<file path="config.mk">
export PLATFORM = sky130hd
export DESIGN_NAME = dual_incremental_pi_pwm
export DESIGN_NICKNAME = d
export VERILOG_FILES = /design/src/rtl/core/dipp_pkg.sv /design/src/rtl/core/dipp_regs.sv /design/src/rtl/core/dual_incremental_pi_pwm.sv
export SDC_FILE = /design/constraint.sdc
export NUM_CORES = 2
export LEC_CHECK = 0
export BUFFER_PORTS_ARGS = -buffer_cell sky130_fd_sc_hd__buf_2
export CAP_MARGIN = 15
export CORE_MARGIN = 8
export CORE_UTILIZATION = 27
export DETAILED_ROUTE_END_ITERATION = 12
export REMOVE_ABC_BUFFERS = 1
export SETUP_SLACK_MARGIN = 0.1
export SLEW_MARGIN = 20
export SYNTH_ARGS = -nofsm -noshare
export SYNTH_HDL_FRONTEND = slang
export SYNTH_SLANG_ARGS = --single-unit
</file>
<file path="constraint.sdc">
create_clock -name clk -period 9.6 [get_ports clk]
set_input_delay 1.44 -clock clk [delete_from_list [all_inputs] [get_ports clk]]
set_output_delay 1.44 -clock clk [all_outputs]
set_load 0.02 [all_outputs]
</file>
<file path="src/rtl/core/dipp_pkg.sv">
// Package for the dual-loop incremental PI PWM regulator: widths, constants,
// register indexes and the payload and configuration structs. No dependencies.
package dipp_pkg;

	localparam int MEAS_FIELD_W   = 16;
	localparam int GAIN_W         = 16;
	localparam int DUTY_W         = 10;
	localparam int ACC_FRAC       = 16;
	localparam int ACC_INT_W      = 10;
	localparam int ACC_W          = ACC_FRAC + ACC_INT_W;
	localparam int ACC_MIN        = 50;
	localparam int ACC_MAX        = 950;
	localparam int ACC_RELOAD     = 640;
	localparam int PWM_PERIOD_DEF = 1000;
	localparam int MEAS_WIDTH_DEF = 16;
	localparam int CFG_ADDR_W     = 5;
	localparam int CFG_DATA_W     = 32;

	localparam logic [ACC_W-1:0] ACC_LO_FIX     = ACC_W'(ACC_MIN) << ACC_FRAC;
	localparam logic [ACC_W-1:0] ACC_HI_FIX     = ACC_W'(ACC_MAX) << ACC_FRAC;
	localparam logic [ACC_W-1:0] ACC_RELOAD_FIX = ACC_W'(ACC_RELOAD) << ACC_FRAC;

	localparam logic [GAIN_W-1:0] KP_CURRENT_RST = 16'd5120;
	localparam logic [GAIN_W-1:0] KI_CURRENT_RST = 16'd77;
	localparam logic [GAIN_W-1:0] KP_VOLTAGE_RST = 16'd5120;
	localparam logic [GAIN_W-1:0] KI_VOLTAGE_RST = 16'd128;

	localparam logic MODE_CURRENT = 1'b0;
	localparam logic MODE_VOLTAGE = 1'b1;

	typedef enum logic [CFG_ADDR_W-3:0] {
		REG_ENABLE           = 3'd0,
		REG_MODE             = 3'd1,
		REG_CURRENT_SETPOINT = 3'd2,
		REG_VOLTAGE_SETPOINT = 3'd3,
		REG_KP_CURRENT       = 3'd4,
		REG_KI_CURRENT       = 3'd5,
		REG_KP_VOLTAGE       = 3'd6,
		REG_KI_VOLTAGE       = 3'd7
	} reg_idx_t;

	typedef struct packed {
		logic [MEAS_FIELD_W-1:0] measured_current;
		logic [MEAS_FIELD_W-1:0] measured_voltage;
	} sample_t;

	typedef struct packed {
		logic [DUTY_W-1:0] duty;
		logic              timer_start;
		logic              loop_used;
	} result_t;

	typedef struct packed {
		logic                    enable;
		logic                    mode;
		logic [MEAS_FIELD_W-1:0] current_setpoint;
		logic [MEAS_FIELD_W-1:0] voltage_setpoint;
		logic [GAIN_W-1:0]       kp_current;
		logic [GAIN_W-1:0]       ki_current;
		logic [GAIN_W-1:0]       kp_voltage;
		logic [GAIN_W-1:0]       ki_voltage;
	} cfg_t;

endpackage

</file>
<file path="src/rtl/core/dipp_regs.sv">
// APB-style configuration register file of the regulator.
// Depends on dipp_pkg for the register indexes and the cfg_t struct.
module dipp_regs (
	input  logic                            clk,
	input  logic                            arst_n,
	input  logic                            psel,
	input  logic                            penable,
	input  logic                            pwrite,
	input  logic [dipp_pkg::CFG_ADDR_W-1:0] paddr,
	input  logic [dipp_pkg::CFG_DATA_W-1:0] pwdata,
	output logic [dipp_pkg::CFG_DATA_W-1:0] prdata,
	output logic                            pready,
	output dipp_pkg::cfg_t                  cfg
);
	import dipp_pkg::*;

	cfg_t     cfg_q;
	reg_idx_t idx;
	logic     wr;

	assign pready = 1'b1;
	assign idx    = reg_idx_t'(paddr[CFG_ADDR_W-1:2]);
	assign wr     = psel & penable & pwrite & pready;
	assign cfg    = cfg_q;

	always_ff @(posedge clk or negedge arst_n) begin
		if (!arst_n) begin
			cfg_q.enable           <= 1'b0;
			cfg_q.mode             <= MODE_CURRENT;
			cfg_q.current_setpoint <= '0;
			cfg_q.voltage_setpoint <= '0;
			cfg_q.kp_current       <= KP_CURRENT_RST;
			cfg_q.ki_current       <= KI_CURRENT_RST;
			cfg_q.kp_voltage       <= KP_VOLTAGE_RST;
			cfg_q.ki_voltage       <= KI_VOLTAGE_RST;
		end else if (wr) begin
			case (idx)
				REG_ENABLE:           cfg_q.enable           <= pwdata[0];
				REG_MODE:             cfg_q.mode             <= pwdata[0];
				REG_CURRENT_SETPOINT: cfg_q.current_setpoint <= pwdata[MEAS_FIELD_W-1:0];
				REG_VOLTAGE_SETPOINT: cfg_q.voltage_setpoint <= pwdata[MEAS_FIELD_W-1:0];
				REG_KP_CURRENT:       cfg_q.kp_current       <= pwdata[GAIN_W-1:0];
				REG_KI_CURRENT:       cfg_q.ki_current       <= pwdata[GAIN_W-1:0];
				REG_KP_VOLTAGE:       cfg_q.kp_voltage       <= pwdata[GAIN_W-1:0];
				REG_KI_VOLTAGE:       cfg_q.ki_voltage       <= pwdata[GAIN_W-1:0];
				default: ;
			endcase
		end
	end

	always_comb begin
		case (idx)
			REG_ENABLE:           prdata = CFG_DATA_W'(cfg_q.enable);
			REG_MODE:             prdata = CFG_DATA_W'(cfg_q.mode);
			REG_CURRENT_SETPOINT: prdata = CFG_DATA_W'(cfg_q.current_setpoint);
			REG_VOLTAGE_SETPOINT: prdata = CFG_DATA_W'(cfg_q.voltage_setpoint);
			REG_KP_CURRENT:       prdata = CFG_DATA_W'(cfg_q.kp_current);
			REG_KI_CURRENT:       prdata = CFG_DATA_W'(cfg_q.ki_current);
			REG_KP_VOLTAGE:       prdata = CFG_DATA_W'(cfg_q.kp_voltage);
			REG_KI_VOLTAGE:       prdata = CFG_DATA_W'(cfg_q.ki_voltage);
			default:              prdata = '0;
		endcase
	end

endmodule

</file>
<file path="src/rtl/core/dual_incremental_pi_pwm.sv">
// Top level of the dual-loop incremental PI PWM regulator: five-stage datapath.
// Depends on dipp_pkg and dipp_regs.
//
//   channel  | handshake                  | payload
//   sample   | sample_valid, sample_stall | sample_t (measured current, voltage)
//   result   | result_valid, result_stall | result_t (duty, timer_start, loop_used)
//   config   | psel, penable, pwrite, pready | paddr, pwdata, prdata
//
// One sample per cycle while sample_stall is low; each sample passes the stages below in order.
// Stages: sample capture, error and error change, two gain multipliers, increment
// sum, accumulate and clamp (the accumulator loop) into the output register.
// Reset is immediate; no clearing pass. A disabled tick is taken and dropped.
// A stalled result holds only the full stages behind it up to the first empty stage.
module dual_incremental_pi_pwm #(
	parameter int PWM_PERIOD = dipp_pkg::PWM_PERIOD_DEF,
	parameter int MEAS_WIDTH = dipp_pkg::MEAS_WIDTH_DEF
) (
	input  logic                            clk,
	input  logic                            arst_n,
	input  logic                            sample_valid,
	output logic                            sample_stall,
	input  dipp_pkg::sample_t               sample,
	output logic                            result_valid,
	input  logic                            result_stall,
	output dipp_pkg::result_t               result,
	input  logic                            psel,
	input  logic                            penable,
	input  logic                            pwrite,
	input  logic [dipp_pkg::CFG_ADDR_W-1:0] paddr,
	input  logic [dipp_pkg::CFG_DATA_W-1:0] pwdata,
	output logic [dipp_pkg::CFG_DATA_W-1:0] prdata,
	output logic                            pready
);
	import dipp_pkg::*;

	localparam int EW    = (MEAS_WIDTH < MEAS_FIELD_W) ? MEAS_WIDTH : MEAS_FIELD_W;
	localparam int ERR_W = EW + 1;
	localparam int DIF_W = EW + 2;
	localparam int PRD_W = DIF_W + GAIN_W + 1;
	localparam int INC_W = PRD_W + 1;
	localparam int SUM_W = ((INC_W > ACC_W + 1) ? INC_W : ACC_W + 1) + 1;

	localparam logic signed [SUM_W-1:0] SUM_LO = signed'(SUM_W'(ACC_LO_FIX));
	localparam logic signed [SUM_W-1:0] SUM_HI = signed'(SUM_W'(ACC_HI_FIX));
	localparam logic [DUTY_W-1:0] PERIOD_LOW = DUTY_W'(PWM_PERIOD);

	cfg_t cfg;

	dipp_regs u_regs (
		.clk     (clk),
		.arst_n  (arst_n),
		.psel    (psel),
		.penable (penable),
		.pwrite  (pwrite),
		.paddr   (paddr),
		.pwdata  (pwdata),
		.prdata  (prdata),
		.pready  (pready),
		.cfg     (cfg)
	);

	logic go1, go2, go3, go4, go5, accept;

	logic started_q;
	logic signed [ERR_W-1:0] cur_last_err_q, volt_last_err_q;
	logic [ACC_W-1:0]        cur_acc_q, volt_acc_q;

	logic              v_s1, mode_s1, tstart_s1;
	logic [EW-1:0]     meas_s1;
	logic              v_s2, mode_s2, tstart_s2;
	logic signed [ERR_W-1:0] err_s2;
	logic signed [DIF_W-1:0] dif_s2;
	logic              v_s3, mode_s3, tstart_s3;
	logic signed [PRD_W-1:0] pkp_s3, pki_s3;
	logic              v_s4, mode_s4, tstart_s4;
	logic signed [INC_W-1:0] inc_s4;
	logic              v_s5, mode_s5, tstart_s5;
	logic [ACC_INT_W-1:0] int_s5;

	logic [EW-1:0]           meas_sel, setp_s1;
	logic signed [ERR_W-1:0] err_s1, last_sel;
	logic signed [DIF_W-1:0] dif_s1;
	logic [GAIN_W-1:0]       kp_sel, ki_sel;
	logic signed [PRD_W-1:0] dif_ext, err_ext, kp_ext, ki_ext;
	logic signed [INC_W-1:0] inc_s3;
	logic [ACC_W-1:0]        acc_base, acc_new;
	logic signed [SUM_W-1:0] sum_s4, clamp_s4;

	assign go5          = !v_s5 || !result_stall;
	assign go4          = !v_s4 || go5;
	assign go3          = !v_s3 || go4;
	assign go2          = !v_s2 || go3;
	assign go1          = !v_s1 || go2;
	assign sample_stall = !go1;
	assign accept       = sample_valid && go1;

	assign meas_sel = (cfg.mode == MODE_VOLTAGE) ? sample.measured_voltage[EW-1:0]
	                                             : sample.measured_current[EW-1:0];

	assign setp_s1  = (mode_s1 == MODE_VOLTAGE) ? cfg.voltage_setpoint[EW-1:0]
	                                            : cfg.current_setpoint[EW-1:0];
	assign err_s1   = signed'({1'b0, setp_s1}) - signed'({1'b0, meas_s1});
	assign last_sel = (mode_s1 == MODE_VOLTAGE) ? volt_last_err_q : cur_last_err_q;
	assign dif_s1   = DIF_W'(err_s1) - DIF_W'(last_sel);

	assign kp_sel  = (mode_s2 == MODE_VOLTAGE) ? cfg.kp_voltage : cfg.kp_current;
	assign ki_sel  = (mode_s2 == MODE_VOLTAGE) ? cfg.ki_voltage : cfg.ki_current;
	assign dif_ext = PRD_W'(dif_s2);
	assign err_ext = PRD_W'(err_s2);
	assign kp_ext  = signed'(PRD_W'(kp_sel));
	assign ki_ext  = signed'(PRD_W'(ki_sel));

	assign inc_s3 = INC_W'(pkp_s3) + INC_W'(pki_s3);

	assign acc_base = tstart_s4 ? ACC_RELOAD_FIX
	                            : ((mode_s4 == MODE_VOLTAGE) ? volt_acc_q : cur_acc_q);
	assign sum_s4   = signed'(SUM_W'(acc_base)) + SUM_W'(inc_s4);

	always_comb begin
		if (sum_s4 > SUM_HI) begin
			clamp_s4 = SUM_HI;
		end else if (sum_s4 < SUM_LO) begin
			clamp_s4 = SUM_LO;
		end else begin
			clamp_s4 = sum_s4;
		end
	end

	assign acc_new = ACC_W'(clamp_s4);

	always_ff @(posedge clk or negedge arst_n) begin
		if (!arst_n) begin
			v_s1            <= 1'b0;
			v_s2            <= 1'b0;
			v_s3            <= 1'b0;
			v_s4            <= 1'b0;
			v_s5            <= 1'b0;
			started_q       <= 1'b0;
			cur_last_err_q  <= '0;
			volt_last_err_q <= '0;
			cur_acc_q       <= ACC_RELOAD_FIX;
			volt_acc_q      <= ACC_RELOAD_FIX;
		end else begin
			if (go1) begin
				v_s1 <= accept && cfg.enable;
			end
			if (go2) begin
				v_s2 <= v_s1;
			end
			if (go3) begin
				v_s3 <= v_s2;
			end
			if (go4) begin
				v_s4 <= v_s3;
			end
			if (go5) begin
				v_s5 <= v_s4;
			end
			if (accept && cfg.enable) begin
				started_q <= 1'b1;
			end
			if (go2 && v_s1) begin
				if (mode_s1 == MODE_VOLTAGE) begin
					volt_last_err_q <= err_s1;
				end else begin
					cur_last_err_q <= err_s1;
				end
			end
			if (go5 && v_s4) begin
				if (mode_s4 == MODE_VOLTAGE) begin
					volt_acc_q <= acc_new;
					if (tstart_s4) begin
						cur_acc_q <= ACC_RELOAD_FIX;
					end
				end else begin
					cur_acc_q <= acc_new;
					if (tstart_s4) begin
						volt_acc_q <= ACC_RELOAD_FIX;
					end
				end
			end
		end
	end

	always_ff @(posedge clk) begin
		if (go1 && accept) begin
			mode_s1   <= cfg.mode;
			tstart_s1 <= !started_q;
			meas_s1   <= meas_sel;
		end
		if (go2 && v_s1) begin
			mode_s2   <= mode_s1;
			tstart_s2 <= tstart_s1;
			err_s2    <= err_s1;
			dif_s2    <= dif_s1;
		end
		if (go3 && v_s2) begin
			mode_s3   <= mode_s2;
			tstart_s3 <= tstart_s2;
			pkp_s3    <= dif_ext * kp_ext;
			pki_s3    <= err_ext * ki_ext;
		end
		if (go4 && v_s3) begin
			mode_s4   <= mode_s3;
			tstart_s4 <= tstart_s3;
			inc_s4    <= inc_s3;
		end
		if (go5 && v_s4) begin
			mode_s5   <= mode_s4;
			tstart_s5 <= tstart_s4;
			int_s5    <= acc_new[ACC_FRAC +: ACC_INT_W];
		end
	end

	assign result_valid       = v_s5;
	assign result.duty        = (mode_s5 == MODE_VOLTAGE) ? PERIOD_LOW - DUTY_W'(int_s5)
	                                                      : DUTY_W'(int_s5);
	assign result.timer_start = tstart_s5;
	assign result.loop_used   = mode_s5;

endmodule

</file>
# Word level (Yosys, flattened, before mapping)
# Index checks and enable logic that the tools add are counted.
# totals
input_bits,76
output_inout_bits,47
ff_bits,366
# classes
order_cmp,2
addsub,5
n_mux,14
multipliers,2
n_reduce_logical,34
n_bitwise,3
eq_ne,8
# ops
operator,count
$pmux W32 S8,1
$mux W26,7
$mux W16,4
$add A27 B36 Y37,1
$gt A37 B27 Y1 const B,1
$lt A37 B23 Y1 const B,1
$add A35 B34 Y36,1
$mul A18 B17 Y35,1
$mul A17 B17 Y34,1
$reduce_and A2 Y1,12
$sub A17 B17 Y18,1
$mux W17,1
$sub A16 B16 Y17,1
$eq A3 B3 Y1 const B,4
$mux W10,1
$sub A10 B10 Y10 const A,1
$logic_not A1 Y1,8
$logic_and A1 B1 Y1,7
$eq A3 B2 Y1 const B,2
$logic_or A1 B1 Y1,5
$eq A3 B1 Y1 const B,1
$logic_not A3 Y1,1
$and A1 B1 Y1,2
$ne A2 B1 Y1 const B,1
other kinds (2),2

# Logic depth before layout (Yosys ltp)
# logic_depth
ltp_word,8
depth_mapped,29
mapped_depth_nobuf,26

# Modules after synthesis
# From an unflattened synthesis, not the netlist that was laid out.
# hier_totals
cells_unflattened,4210
area_unflattened_um2,41898.9
# by_module_without_submodules
mod,n_inst,cells_per_inst,seq_area_each_um2,area_per_inst_um2
dual_incremental_pi_pwm,1,3876,7592.3,37193.2
dipp_regs,1,334,2463.6,4705.8

# Worst setup path after synthesis
# No wires, ideal clock.
# synth_timing
kind,flip-flop to flip-flop
start,reg mode_s2
end,reg pkp_s3[31] (data pin)
slack_ps,2066
path_buffers,4
required_ps,9341
t_arrival_ps,7276
stages_incl_launch_ff,28
path_cell_list,edfxtp_1 > clkbuf_1 > clkbuf_1 > clkbuf_1 > mux2_2 > clkbuf_1 > nand2_1 > fa_1 > fa_1 > inv_1 > fa_1 > fa_1 > fa_1 > inv_1 > fa_1 > inv_1 > ha_1 > a21o_1 > a21o_1 > a211o_1 > a31oi_1 > o21ai_0 > a41o_1 > o211ai_1 > nand3_1 > o21a_1 > nor2_1 > xnor2_1
# synth_between
elab_chain_len,2
# synth_rtl
item,line_no,text
"start, declared",dual_incremental_pi_pwm.sv:70,"logic v_s2, mode_s2, tstart_s2;"
"start signal, assigned",dual_incremental_pi_pwm.sv:192,mode_s2 <= mode_s1;
$mux W16,dual_incremental_pi_pwm.sv:106,assign kp_sel = (mode_s2 == MODE_VOLTAGE) ? cfg.kp_voltage : cfg.kp_current;
$mul A18 B17 Y35,dual_incremental_pi_pwm.sv:200,pkp_s3 <= dif_ext * kp_ext;
"end signal, assigned",dual_incremental_pi_pwm.sv:200,
"end, declared",dual_incremental_pi_pwm.sv:74,"logic signed [PRD_W-1:0] pkp_s3, pki_s3;"
# No other way between the ends.
# A chain may end at the register's enable or synchronous reset.

# Worst setup path in the final report
# layout_timing
start,reg mode_s2
end,reg pki_s3[27] (data pin)
# layout_between
elab_chain_len,2
# layout_rtl
item,line_no,text
$mux W16,dual_incremental_pi_pwm.sv:107,assign ki_sel = (mode_s2 == MODE_VOLTAGE) ? cfg.ki_voltage : cfg.ki_current;
$mul A17 B17 Y34,dual_incremental_pi_pwm.sv:201,pki_s3 <= err_ext * ki_ext;
"end signal, assigned",dual_incremental_pi_pwm.sv:201,
"end, declared",dual_incremental_pi_pwm.sv:74,
# No other way between the ends.

==> key figures <==
Routing
  – WL/cell: 16.2 um
  – Iter 0 DRT Violations: 1,493
  – Routed Antenna Nets: 0
  – Final wirelength: 101,000 um
  – DRC: 0
  – Via Count: 28,200
  – DRT Pass-1 Iters: 5
  – Via density: 4.51

Synth
  – Seq cells post-synth: 366
  – Synth Warn #: 0
  – Dominant cell type by area after synthesis: fa_1
  – Async SR Flop Fraction: 0.519
  – Synth Area in Simple Gates: 0.123
  – Mapped Cells: 4,146
  – Top cells by area, synth: fa_1 28%, edfxtp_1 13%, dfrtp_1 11%, ha_1 8.3%, inv_1 7.4%
  – Mux cell area share after synthesis: 0.0621
  – Post-synth EDFFs: 176
  – Unique masters post-synth: 77
  – Compound-gate portion of the synthesized area: 0.0854
  – Area share of fa/ha/maj cells after synthesis: 0.364
  – Seq/Total Area, Yosys: 0.245
  – Synth Area per Inst: 9.90 um^2
  – Post-synth top area share: 0.281
  – Mapped Area: 41,000 um^2
  – Synth Flop Type: dfrtp_1
  – Main combinational cell family by area after synthesis: adder cells
  – Xor and xnor area share after synthesis: 0.0318

STA
  – Final setup fails: 0
  – Worst Skew: 0.0296 ns
  – Worst-Margin Slew: 1.09 ns
  – RSZ-0062 raised after global routing: false
  – Final critical-path share of the clock period: 0.858
  – Setup TNS: 0 ns
  – Fin. Hold Viols: 0
  – Tmin final: 8.24 ns
  – Peak Freq: 121 MHz
  – Fin. max-slew vios: 0
  – Slew margin rel.: 0.274

Critical path
  – R2R setup slack: 1.36 ns
  – Worst path slowest cell: edfxtp_1
  – Setup crit end kind: flip-flop
  – Reg2reg end: pki_s3[27]
  – Crit Path Max Fanout: 20
  – Critical Path Start Type: flip-flop
  – Class of the most critical setup path: flip-flop to flip-flop
  – Reg2Reg Depth: 25
  – CP dominant cell by count: fa_1
  – Worst reg2reg startpoint: mode_s2
  – Worst EP arrival: 8.58 ns
  – Worst Path Required: 9.94 ns
  – Crit-path max cell delay: 0.94 ns

Layout
  – Share of layout cells above drive strength 1: 0.0943
  – Layout area overhead: 10.1%
  – Post-layout nets: 5,108
  – Commonest non-fill, non-tap cells in the layout: 804 x inv_1, 576 x fa_1, 491 x nand2_1, 271 x ha_1, 177 x dfrtp_1
  – Commonest non-fill, non-tap cell in the layout: inv_1

Clock network
  – CTS Buf Count: 43
  – Clock Path Buffers: 3
  – Clock latency on the worst-skew pair: 0.59 ns
  – Root buffer cell: clkbuf_16
  – Clock-pin slew on the worst setup and hold paths: 0.06 ns
  – Hold-fix buffers at CTS: 0
  – Setup Fix Bufs, Post-CTS: 0
  – Post-cts gate resize count: 0
  – # H-tree levels: 2
  – TritonCTS clock tree: yes
  – Clock sinks: 366

Flow run
  – Number of max-cap violations: 0

Global routing
  – GRT Total Usage: 0.123
  – Global-route wire length before repair: 165,000 um
  – Initial antenna violation count: 7
  – Grt total ovfl: 0
  – Number of global-route vias before repair: 29,700
  – Pin count of the biggest net entering global routing: 74

Die
  – Die Wd: 406 um
  – IO Count: 123
  – Die Height: 406 um
  – Core footprint: 152,000 um^2
  – FP Rows: 143
  – Initial Utilization: 0.271
  – Die area: 165,000 um^2

Place
  – Hpwl dp: 81,100 um
  – GP Congestion: 0.819
  – Port Buffer Count: 87

Min path
  – Hold Path Cell Cnt: 0
  – Source of the worst hold timing path: tstart_s3
  – Hold crit path type: flip-flop to flip-flop
  – Hold path endpoint: tstart_s4

Status
  – Status: completed
worst max-delay path by stage:
stage	startpoint	to	slack, ns	cells past startpoint
finish	mode_s2	pki_s3[27]	1.36	25
global route	mode_s2	pki_s3[27]	0.95	25
CTS	mode_s2	pki_s3[27]	1.38	25
detailed placement	mode_s2	pki_s3[27]	1.37	25
global placement	mode_s2	pki_s3[27]	1.46	25
floorplan	mode_s2	pki_s3[27]	1.92	23
final cells by class:
cell class | instances | area [um^2]
timing repair buffer | 125 | 749
fill | 15800 | 106000
clock buffer | 58 | 1200
clock inverter | 22 | 211
sequential | 366 | 10100
multi-input combinational | 2843 | 27400
inverter | 806 | 3030
antenna | 5 | 12.5
tap | 2030 | 2540
flip-flops by register name (all words and copies together) (netlist names), 10 cells and up:
| signal | cells |
|---|---|
| volt_last_err_q | 17 |
| dif_s2 | 18 |
| int_s5 | 10 |
| u_regs.cfg | 98 |
| meas_s1 | 16 |
| err_s2 | 17 |
| cur_last_err_q | 17 |
| pkp_s3 | 35 |
| volt_acc_q | 26 |
| pki_s3 | 34 |
| cur_acc_q | 26 |
| inc_s4 | 36 |
metal layers:
metal	routed length, um	vias up	GRT usage
met5	16	-	0
met1	45600	14200	0.164
met4	2490	4	0.0279
li1	-	13200	-
met3	5630	126	0.0212
met2	47500	616	0.210
through the flow:
stage,hold WS (ns),util,cell area (um^2),std cells,setup slack (ns)
5_1_grt,0.430,0.298,45200,6250,0.954
6_report,0.419,0.298,45200,6255,1.36
3_5_place_dp,0.407,0.289,43700,6169,1.37
4_1_cts,0.422,0.298,45200,6249,1.38
3_3_place_gp,0.402,0.289,43700,6169,1.46
2_1_floorplan,0.400,-,40500,4015,1.92
worst max-delay path, delay by kind of cell (launching register included):
kind            cells  cell delay, ns
flops               1            0.94
fa+ha+maj           7            2.88
xor+xnor            1            0.07
mux                 1            0.29
simple gates        3            0.71
compound gates      7            2.13
buf+inv             6            0.96
kinds of logic (layout without fill, tap and decap cells):
kind of cell	Yosys count	in the layout
AND/OR/NAND/NOR	1060	1060
buffers and inverters	952	1011
adder cells (fa/ha/maj)	847	847
AO/OA/AOI/OAI	538	538
flip-flops	366	366
multiplexers	232	232
XOR/XNOR	149	149
other	2	22
cells in the mapped netlist (5+ instances only):
cell type / count
or3_1: 11
fa_1: 576
xnor2_1: 115
o31ai_1: 8
o21a_1: 31
nand2b_1: 39
o211ai_1: 14
o22ai_1: 9
a22oi_1: 5
a221oi_1: 9
clkbuf_1: 103
ha_1: 271
nand2_1: 491
nor2b_1: 137
mux2i_1: 68
buf_2: 5
or2_2: 8
mux2_2: 162
inv_1: 804
o21bai_1: 22
a21oi_1: 109
a21boi_0: 7
and3_1: 22
nand3_1: 35
a31o_2: 5
nand4_1: 16
a211oi_1: 17
a31oi_1: 16
a21o_1: 54
buf_1: 16
nor3_1: 25
a22o_1: 15
buf_4: 21
o21ai_1: 29
dfstp_2: 13
a211o_1: 9
and2_1: 119
o21ai_0: 136
and4_1: 5
edfxtp_1: 176
nor2_1: 139
dfrtp_1: 177
xor2_1: 34
Power is not shown: default switching activity piles up to over one toggle a cycle in this logic, so the estimate is an artifact.
